### src/rtl/core/r12bu_pkg.sv
package r12bu_pkg;

	// Frame geometry limits
	localparam int MaxWidth     = 8192;
	localparam int MaxHeight    = 8192;
	localparam int MaxWidthEven = ((MaxWidth & ~1) < 2) ? 2 : (MaxWidth & ~1);
	localparam int MaxHeightLim = (MaxHeight < 1) ? 1 : MaxHeight;

	// Field and register widths
	localparam int CfgW   = 14;
	localparam int ColW   = $clog2(MaxWidthEven);
	localparam int RowW   = (MaxHeightLim > 1) ? $clog2(MaxHeightLim) : 1;
	localparam int IdxW   = 24;
	localparam int RawW   = 12;
	localparam int ByteW  = 8;
	localparam int AddrW  = 3;
	localparam int DataW  = 32;

	localparam logic [3:0] LowNibble = 4'hF;

	// Register map, decoded on address bit two
	localparam logic RegWidth  = 1'b0;
	localparam logic RegHeight = 1'b1;

	// Bayer channel codes
	localparam logic [1:0] ChRed    = 2'd0;
	localparam logic [1:0] ChGreen1 = 2'd1;
	localparam logic [1:0] ChGreen2 = 2'd2;
	localparam logic [1:0] ChBlue   = 2'd3;

	// Byte position within a packed triple
	typedef enum logic [1:0] {
		PH_FIRST = 2'd0,
		PH_MID   = 2'd1,
		PH_LAST  = 2'd2
	} phase_t;

	// Unpacked pixel handed from the unpack stage to the tag stage
	typedef struct packed {
		logic            vld;
		logic [RawW-1:0] raw;
	} pix_t;

	// Last column and last row positions of the current frame
	typedef struct packed {
		logic [ColW-1:0] last_col;
		logic [RowW-1:0] last_row;
	} geom_t;

endpackage

### src/rtl/core/r12bu_regs.sv
module r12bu_regs
	import r12bu_pkg::*;
(
	input  logic             clk,
	input  logic             arst_n,
	input  logic             psel,
	input  logic             penable,
	input  logic             pwrite,
	input  logic [AddrW-1:0] paddr,
	input  logic [DataW-1:0] pwdata,
	output logic [DataW-1:0] prdata,
	output logic             pready,
	output geom_t            geom
);

	logic [CfgW-1:0] width_q;
	logic [CfgW-1:0] height_q;
	logic            wr_en;
	logic [CfgW-1:0] width_even;
	int              w_eff;
	int              h_eff;

	assign wr_en  = psel && penable && pwrite;
	assign pready = 1'b1;

	// Write frame size registers
	always_ff @(posedge clk or negedge arst_n) begin
		if (!arst_n) begin
			width_q  <= CfgW'(1920);
			height_q <= CfgW'(1080);
		end else if (wr_en) begin
			unique case (paddr[2])
				RegWidth:  width_q  <= pwdata[CfgW-1:0];
				RegHeight: height_q <= pwdata[CfgW-1:0];
				default:   ;
			endcase
		end
	end

	// Read back
	always_comb begin
		unique case (paddr[2])
			RegWidth:  prdata = DataW'(width_q);
			RegHeight: prdata = DataW'(height_q);
			default:   prdata = '0;
		endcase
	end

	// Clamp width to an even value in range, height to at least one row and at most MaxHeight rows
	assign width_even = {width_q[CfgW-1:1], 1'b0};

	always_comb begin
		w_eff = int'(width_even);
		if (w_eff > MaxWidthEven) w_eff = MaxWidthEven;
		if (w_eff < 2) w_eff = 2;
		h_eff = int'(height_q);
		if (h_eff > MaxHeightLim) h_eff = MaxHeightLim;
		if (h_eff < 1) h_eff = 1;
	end

	assign geom.last_col = ColW'(w_eff - 1);
	assign geom.last_row = RowW'(h_eff - 1);

endmodule

### src/rtl/core/r12bu_unpack.sv
module r12bu_unpack
	import r12bu_pkg::*;
(
	input  logic             clk,
	input  logic             arst_n,
	input  logic             adv,
	input  logic             take,
	input  logic [ByteW-1:0] data_byte,
	output pix_t             pix_s1
);

	phase_t           phase_q;
	phase_t           phase_d;
	logic [ByteW-1:0] held_q;
	pix_t             pix_d;

	// Next byte position
	always_comb begin
		phase_d = phase_q;
		if (take) begin
			unique case (phase_q)
				PH_MID:  phase_d = PH_LAST;
				PH_LAST: phase_d = PH_FIRST;
				default: phase_d = PH_MID;
			endcase
		end
	end

	// Assemble a pixel on the second and third byte of a triple
	always_comb begin
		pix_d.vld = 1'b0;
		pix_d.raw = '0;
		if (take) begin
			unique case (phase_q)
				PH_MID: begin
					pix_d.vld = 1'b1;
					pix_d.raw = {held_q, data_byte[7:4] & LowNibble};
				end
				PH_LAST: begin
					pix_d.vld = 1'b1;
					pix_d.raw = {held_q[3:0] & LowNibble, data_byte};
				end
				default: ;
			endcase
		end
	end

	always_ff @(posedge clk or negedge arst_n) begin
		if (!arst_n) begin
			phase_q <= PH_FIRST;
			held_q  <= '0;
		end else if (take) begin
			phase_q <= phase_d;
			if (phase_q != PH_LAST) held_q <= data_byte;
		end
	end

	// Stage register, holds while the output is stalled
	always_ff @(posedge clk or negedge arst_n) begin
		if (!arst_n) begin
			pix_s1 <= '0;
		end else if (adv) begin
			pix_s1.vld <= pix_d.vld;
			if (pix_d.vld) pix_s1.raw <= pix_d.raw;
		end
	end

endmodule

### src/rtl/core/r12bu_tag.sv
module r12bu_tag
	import r12bu_pkg::*;
(
	input  logic            clk,
	input  logic            arst_n,
	input  logic            adv,
	input  pix_t            pix_s1,
	input  geom_t           geom,
	output logic            vld_s2,
	output logic [RawW-1:0] raw_s2,
	output logic [7:0]      p8_s2,
	output logic [1:0]      chan_s2,
	output logic [IdxW-1:0] idx_s2,
	output logic            eof_s2
);

	logic [ColW-1:0] col_q;
	logic [RowW-1:0] row_q;
	logic [IdxW-1:0] rg_idx_q;
	logic [IdxW-1:0] gb_idx_q;
	logic            odd_col;
	logic            odd_row;
	logic            last_col;
	logic            last_row;
	logic            eof;
	logic            step;

	assign step     = adv && pix_s1.vld;
	assign odd_col  = col_q[0];
	assign odd_row  = row_q[0];
	assign last_col = col_q >= geom.last_col;
	assign last_row = row_q >= geom.last_row;
	assign eof      = last_col && last_row;

	// Advance raster position and plane indices
	always_ff @(posedge clk or negedge arst_n) begin
		if (!arst_n) begin
			col_q    <= '0;
			row_q    <= '0;
			rg_idx_q <= '0;
			gb_idx_q <= '0;
		end else if (step) begin
			if (eof) begin
				col_q    <= '0;
				row_q    <= '0;
				rg_idx_q <= '0;
				gb_idx_q <= '0;
			end else begin
				if (odd_col && odd_row) gb_idx_q <= gb_idx_q + IdxW'(1);
				if (odd_col && !odd_row) rg_idx_q <= rg_idx_q + IdxW'(1);
				if (last_col) begin
					col_q <= '0;
					row_q <= row_q + RowW'(1);
				end else begin
					col_q <= col_q + ColW'(1);
				end
			end
		end
	end

	// Output register valid
	always_ff @(posedge clk or negedge arst_n) begin
		if (!arst_n) begin
			vld_s2 <= 1'b0;
		end else if (adv) begin
			vld_s2 <= pix_s1.vld;
		end
	end

	// Output register payload
	always_ff @(posedge clk) begin
		if (step) begin
			raw_s2  <= pix_s1.raw;
			p8_s2   <= pix_s1.raw[RawW-1:4];
			chan_s2 <= {odd_row, odd_col};
			idx_s2  <= odd_row ? gb_idx_q : rg_idx_q;
			eof_s2  <= eof;
		end
	end

endmodule

### src/rtl/core/raw12_bayer_unpacker.sv
// Packed RAW12 unpacker with Bayer RGGB tagging. Takes one byte of the packed
// stream per clock while in_stall is low; every three bytes yield two pixels,
// on the second and third byte. A completed pixel passes through the unpack
// register stage, then the tag and output register stage, both held as a unit
// while a finished pixel waits at the output with out_stall high. Each pixel
// carries its 12-bit and 8-bit value, its channel (0 red, 1 green1, 2 green2,
// 3 blue) and its index in that plane; end_of_frame marks the last pixel of
// the frame and restarts the counters. Frame width (even, 2..8192) and height
// (1..8192) sit at APB addresses 0 and 4; write them only while no pixel is in
// flight.
module raw12_bayer_unpacker
	import r12bu_pkg::*;
(
	input  logic             clk,
	input  logic             arst_n,
	input  logic             psel,
	input  logic             penable,
	input  logic             pwrite,
	input  logic [AddrW-1:0] paddr,
	input  logic [DataW-1:0] pwdata,
	output logic [DataW-1:0] prdata,
	output logic             pready,
	input  logic             in_valid,
	output logic             in_stall,
	input  logic [ByteW-1:0] data_byte,
	output logic             out_valid,
	input  logic             out_stall,
	output logic [RawW-1:0]  pixel_raw,
	output logic [7:0]       pixel_8bit,
	output logic [1:0]       bayer_channel,
	output logic [IdxW-1:0]  channel_index,
	output logic             end_of_frame
);

	geom_t geom;
	pix_t  pix_s1;
	logic  adv;
	logic  take;

	// Whole pipe advances unless a finished pixel is stalled
	assign adv      = !(out_valid && out_stall);
	assign in_stall = !adv;
	assign take     = in_valid && adv;

	r12bu_regs u_regs (
		.clk     (clk),
		.arst_n  (arst_n),
		.psel    (psel),
		.penable (penable),
		.pwrite  (pwrite),
		.paddr   (paddr),
		.pwdata  (pwdata),
		.prdata  (prdata),
		.pready  (pready),
		.geom    (geom)
	);

	r12bu_unpack u_unpack (
		.clk       (clk),
		.arst_n    (arst_n),
		.adv       (adv),
		.take      (take),
		.data_byte (data_byte),
		.pix_s1    (pix_s1)
	);

	r12bu_tag u_tag (
		.clk     (clk),
		.arst_n  (arst_n),
		.adv     (adv),
		.pix_s1  (pix_s1),
		.geom    (geom),
		.vld_s2  (out_valid),
		.raw_s2  (pixel_raw),
		.p8_s2   (pixel_8bit),
		.chan_s2 (bayer_channel),
		.idx_s2  (channel_index),
		.eof_s2  (end_of_frame)
	);

endmodule

### config.mk
export PLATFORM = sky130hd
export DESIGN_NAME = raw12_bayer_unpacker
export DESIGN_NICKNAME = d
export VERILOG_FILES = /design/src/rtl/core/r12bu_pkg.sv /design/src/rtl/core/r12bu_regs.sv /design/src/rtl/core/r12bu_unpack.sv /design/src/rtl/core/r12bu_tag.sv /design/src/rtl/core/raw12_bayer_unpacker.sv
export SDC_FILE = /design/constraint.sdc
export NUM_CORES = 1
export LEC_CHECK = 0
export ABC_AREA = 1
export BUFFER_PORTS_ARGS = -buffer_cell sky130_fd_sc_hd__buf_4
export CORE_MARGIN = 5
export CORE_UTILIZATION = 45
export DETAILED_ROUTE_END_ITERATION = 6
export GPL_TIMING_DRIVEN = 0
export SYNTH_ARGS = -nofsm -noshare
export SYNTH_HDL_FRONTEND = slang
export SYNTH_SLANG_ARGS = --single-unit
### constraint.sdc
create_clock -name clk -period 3.7 [get_ports clk]
set_input_delay 0.925 -clock clk [delete_from_list [all_inputs] [get_ports clk]]
set_output_delay 0.925 -clock clk [all_outputs]
set_load 0.05 [all_outputs]
==> impl_metrics.ini <==
[finish]
drive_above_1_share = 0.178
final.fill_count = 2178
fin_nets = 1553
diodes = 0
area_delta_synth_final_pct = 21.0

[power]
total_power_w = 0.00800
power_density_mw_per_mm2 = 650
peakVddDrop_uv = 268
p_leak_nw = 6.18

[drt]
dr_total_vias = 9024
final_antenna_net_count = 0
routed_wl_um = 27300
avgViaCountPerCell = 5.11
route.detailed.drc = 0
drtPass1Iterations = 5
drtIter0Drc = 543
wl_per_cell_um = 15.4

[setup_path]
worstPathMaxFanout = 10
worstSetupStartpointType = register
r2r_slack_ns = 0.17
reg2reg_depth = 22
cp-end-kind = register
arrival_ns = 3.72
r2r_end = u_tag.eof_s2$_DFFE_PP_
crit_required_ns = 3.89
crit_type = reg2reg
critical_path.startpoint = u_regs.height_q[2]$_DFFE_PN0P_
timing.rr.start = u_regs.height_q[2]$_DFFE_PN0P_

[sta]
tightest_slew_ns = 0.965
rsz0062_at_grt = true
timing.hold.ws_ns = 0.439
fin_crit_ns = 3.53
slew_headroom = 0.348
setup_violations = 0
hold_violations = 0
period_share = 0.953
slew_violations = 0
fmax_mhz = 283
fin_skew_ns = 0.0157

[floorplan]
die_w_um = 160
initial_utilization = 0.454
io_pins = 132
die_h_um = 160
fp.dieArea_mm2 = 0.0257
coreArea_mm2 = 0.0224
row_count = 55

[logic_synthesis]
yosys_register_bits = 165
syn_area_mm2 = 0.0102
avgSynthCellArea_um2 = 7.73
synth_cells = 1316
seq_area_frac_synth = 0.426
synth_cell_types = 42
ys_warn_count = 0

[flow_run]
maxCapViolCount = 0

[hold_path]
hold_class = reg2reg
whs_endpoint = u_tag.p8_s2[1]$_DFFE_PP_
min_delay_path_depth = 0
worstHoldStart = u_unpack.pix_s1[5]$_DFFE_PN0P_

[clocking]
clock-sinks = 165
htree_levels = 4
clk_latency_ns = 0.44
cts_tree = done
hold_buffers = 0
numCtsBuffers = 17
cts-root-buf = clkbuf_16
clockBufferDepth = 2
clk_pin_slew_ns = 0.07

[global_routing]
grt_pass1_vias = 8830
grtUsageTotal = 0.215
grt_max_degree = 69
antenna_found_initial = 0
grt_first_pass_wirelength_um = 45300
gr-total-overflow = 0

[placement]
port_buffers = 92
dpl.hpwl_um = 20400
gp_congestion = 0.892

[run_status]
status = finished, final reports clean
-- how the worst max path moves through the flow --
stage,end,slack [ns],cells past startpoint
2_1_floorplan,u_tag.gb_idx_q[5]$_DFFE_PN0P_,0.43,22
3_3_place_gp,u_tag.idx_s2[7]$_DFFE_PP_,-0.38,6
3_5_place_dp,u_tag.gb_idx_q[6]$_DFFE_PN0P_,-0.33,21
4_1_cts,u_tag.eof_s2$_DFFE_PP_,0.009,21
5_1_grt,u_tag.eof_s2$_DFFE_PP_,-0.03,22
6_report,u_tag.eof_s2$_DFFE_PP_,0.17,22
-- cell usage in the layout (no fill, tap or decap), types with 11 or more instances in the layout --
master and n:
o21ai_0 96, mux2_2 12, xnor2_1 13, nand3b_1 11
inv_1 160, xor2_1 44, edfxtp_1 39, clkbuf_16 18
nand4_1 70, clkbuf_1 21, nor2_1 98, a21oi_1 15
nor3_1 20, dfrtp_1 111, ha_1 32, nand2_1 354
nand3_1 87, buf_4 144, conb_1 19
-- critical path: stages (launching register included) --
cell     delay (ns)
dfrtp_2        0.45
or2_4          0.27
nor2_2         0.11
nand2_2        0.07
nand2_4        0.08
nand2_1        0.07
nand2_2        0.07
nor2_2         0.06
nor2_8         0.17
ha_4           0.19
nand4_1        0.15
xnor2_2        0.20
ha_1           0.33
nand2_1        0.07
inv_1          0.03
nor2_1         0.07
o21ai_0        0.08
a21oi_1        0.15
nand3_2        0.19
nand2_4        0.15
buf_8          0.14
buf_8          0.14
inv_1          0.05
-- flip-flops by register name, summed over array words and instances, names as in the netlist, 8 cells and up --
| register | cells |
|---|---|
| u_regs.height_q | 14 |
| u_regs.width_q | 14 |
| u_tag.col_q | 13 |
| u_tag.gb_idx_q | 24 |
| u_tag.idx_s2 | 24 |
| u_tag.p8_s2 | 8 |
| u_tag.rg_idx_q | 24 |
| u_tag.row_q | 13 |
| u_unpack.held_q | 8 |
| u_unpack.pix_s1 | 13 |
-- synthesized netlist by cell type, drive strengths merged --
| cell type | number | area share |
|---|---|---|
| nand2 | 367 | 0.14 |
| inv | 162 | 0.060 |
| dfrtp | 118 | 0.29 |
| nor2 | 107 | 0.042 |
| o21ai | 100 | 0.050 |
| nand3 | 91 | 0.045 |
| nand4 | 70 | 0.043 |
| buf | 52 | 0.036 |
| xor2 | 44 | 0.038 |
| edfxtp | 39 | 0.12 |
| ha | 34 | 0.042 |
| clkbuf | 22 | 0.0081 |
| nor3 | 20 | 0.0098 |
| a21oi | 17 | 0.0098 |
| xnor2 | 15 | 0.013 |
| mux2 | 12 | 0.013 |
| nand3b | 11 | 0.0081 |
| o22ai | 9 | 0.0055 |
| dfstp | 8 | 0.021 |
| nor3b | 3 | 0.0027 |
| nor4 | 3 | 0.0025 |
| o41ai | 3 | 0.0026 |
| and3 | 2 | 0.0012 |
| conb | 2 | 0.00074 |
| a21o | 1 | 0.00074 |
| and2 | 1 | 0.00062 |
| o21a | 1 | 0.00074 |
| o31ai | 1 | 0.00074 |
| or2 | 1 | 0.00062 |
-- where the power goes --
part	leakage [nW]	internal (W)	switching, W
sequential	2.00	0.00234	0.000356
clock	0.292	0.000918	0.000893
combinational	3.88	0.00119	0.00230
total	6.18	0.00445	0.00355
-- area by class of cell --
type,count,area (um^2),share of cell area
flip-flops and latches,165,4340,0.353
inverters,162,608,0.0494
clock inverters,15,180,0.0146
repair buffers,117,945,0.0767
clock buffers,17,425,0.0346
multi-input cells,932,4970,0.404
plain buffers,74,485,0.0394
well taps,285,357,0.0290
-- per-layer routing --
layer,part of all wire,vias to the layer above,global-route usage
li1,-,4560,-
met1,0.47,4231,0.299
met2,0.47,211,0.352
met3,0.042,22,0.0380
met4,0.012,0,0.0481
met5,0,-,0
-- cell families (layout without fill, tap and decap cells) --
| kind of cell | count (synthesis) | in the layout | synth area share |
|---|---|---|---|
| buffers and inverters | 236 | 385 | 0.103 |
| other | 2 | 19 | 0.000738 |
| DFF | 165 | 165 | 0.426 |
| xor gates and xnor gates | 59 | 59 | 0.0508 |
| adders and majority gates | 34 | 34 | 0.0418 |
| muxes | 12 | 12 | 0.0133 |
| AOI/OAI and AO/OA | 132 | 132 | 0.0697 |
| and+or+nand+nor | 676 | 676 | 0.294 |
-- through the flow --
step           utilization  instances  setup TNS, ns  cell area, um^2  setup slack, ns
2_1_floorplan            -       1333              0            10200            0.432
3_3_place_gp         0.503       1710         -29.88            11300           -0.378
3_5_place_dp         0.505       1712         -18.72            11300           -0.326
4_1_cts              0.536       1746              0            12000          0.00877
5_1_grt              0.549       1767         -0.305            12300          -0.0342
6_report             0.549       1767              0            12300            0.172
-- what timing repair did --
| action | 4_1_cts | 5_1_grt |
|---|---|---|
| gates resized for setup | 17 | 32 |
| pin swaps | 2 | 15 |
| setup buffers | 2 | 20 |
| cloned | 0 | 1 |
| setup endpoints to repair | 73 | 73 |
No activity file was read; power rests on OpenSTA's default activity.
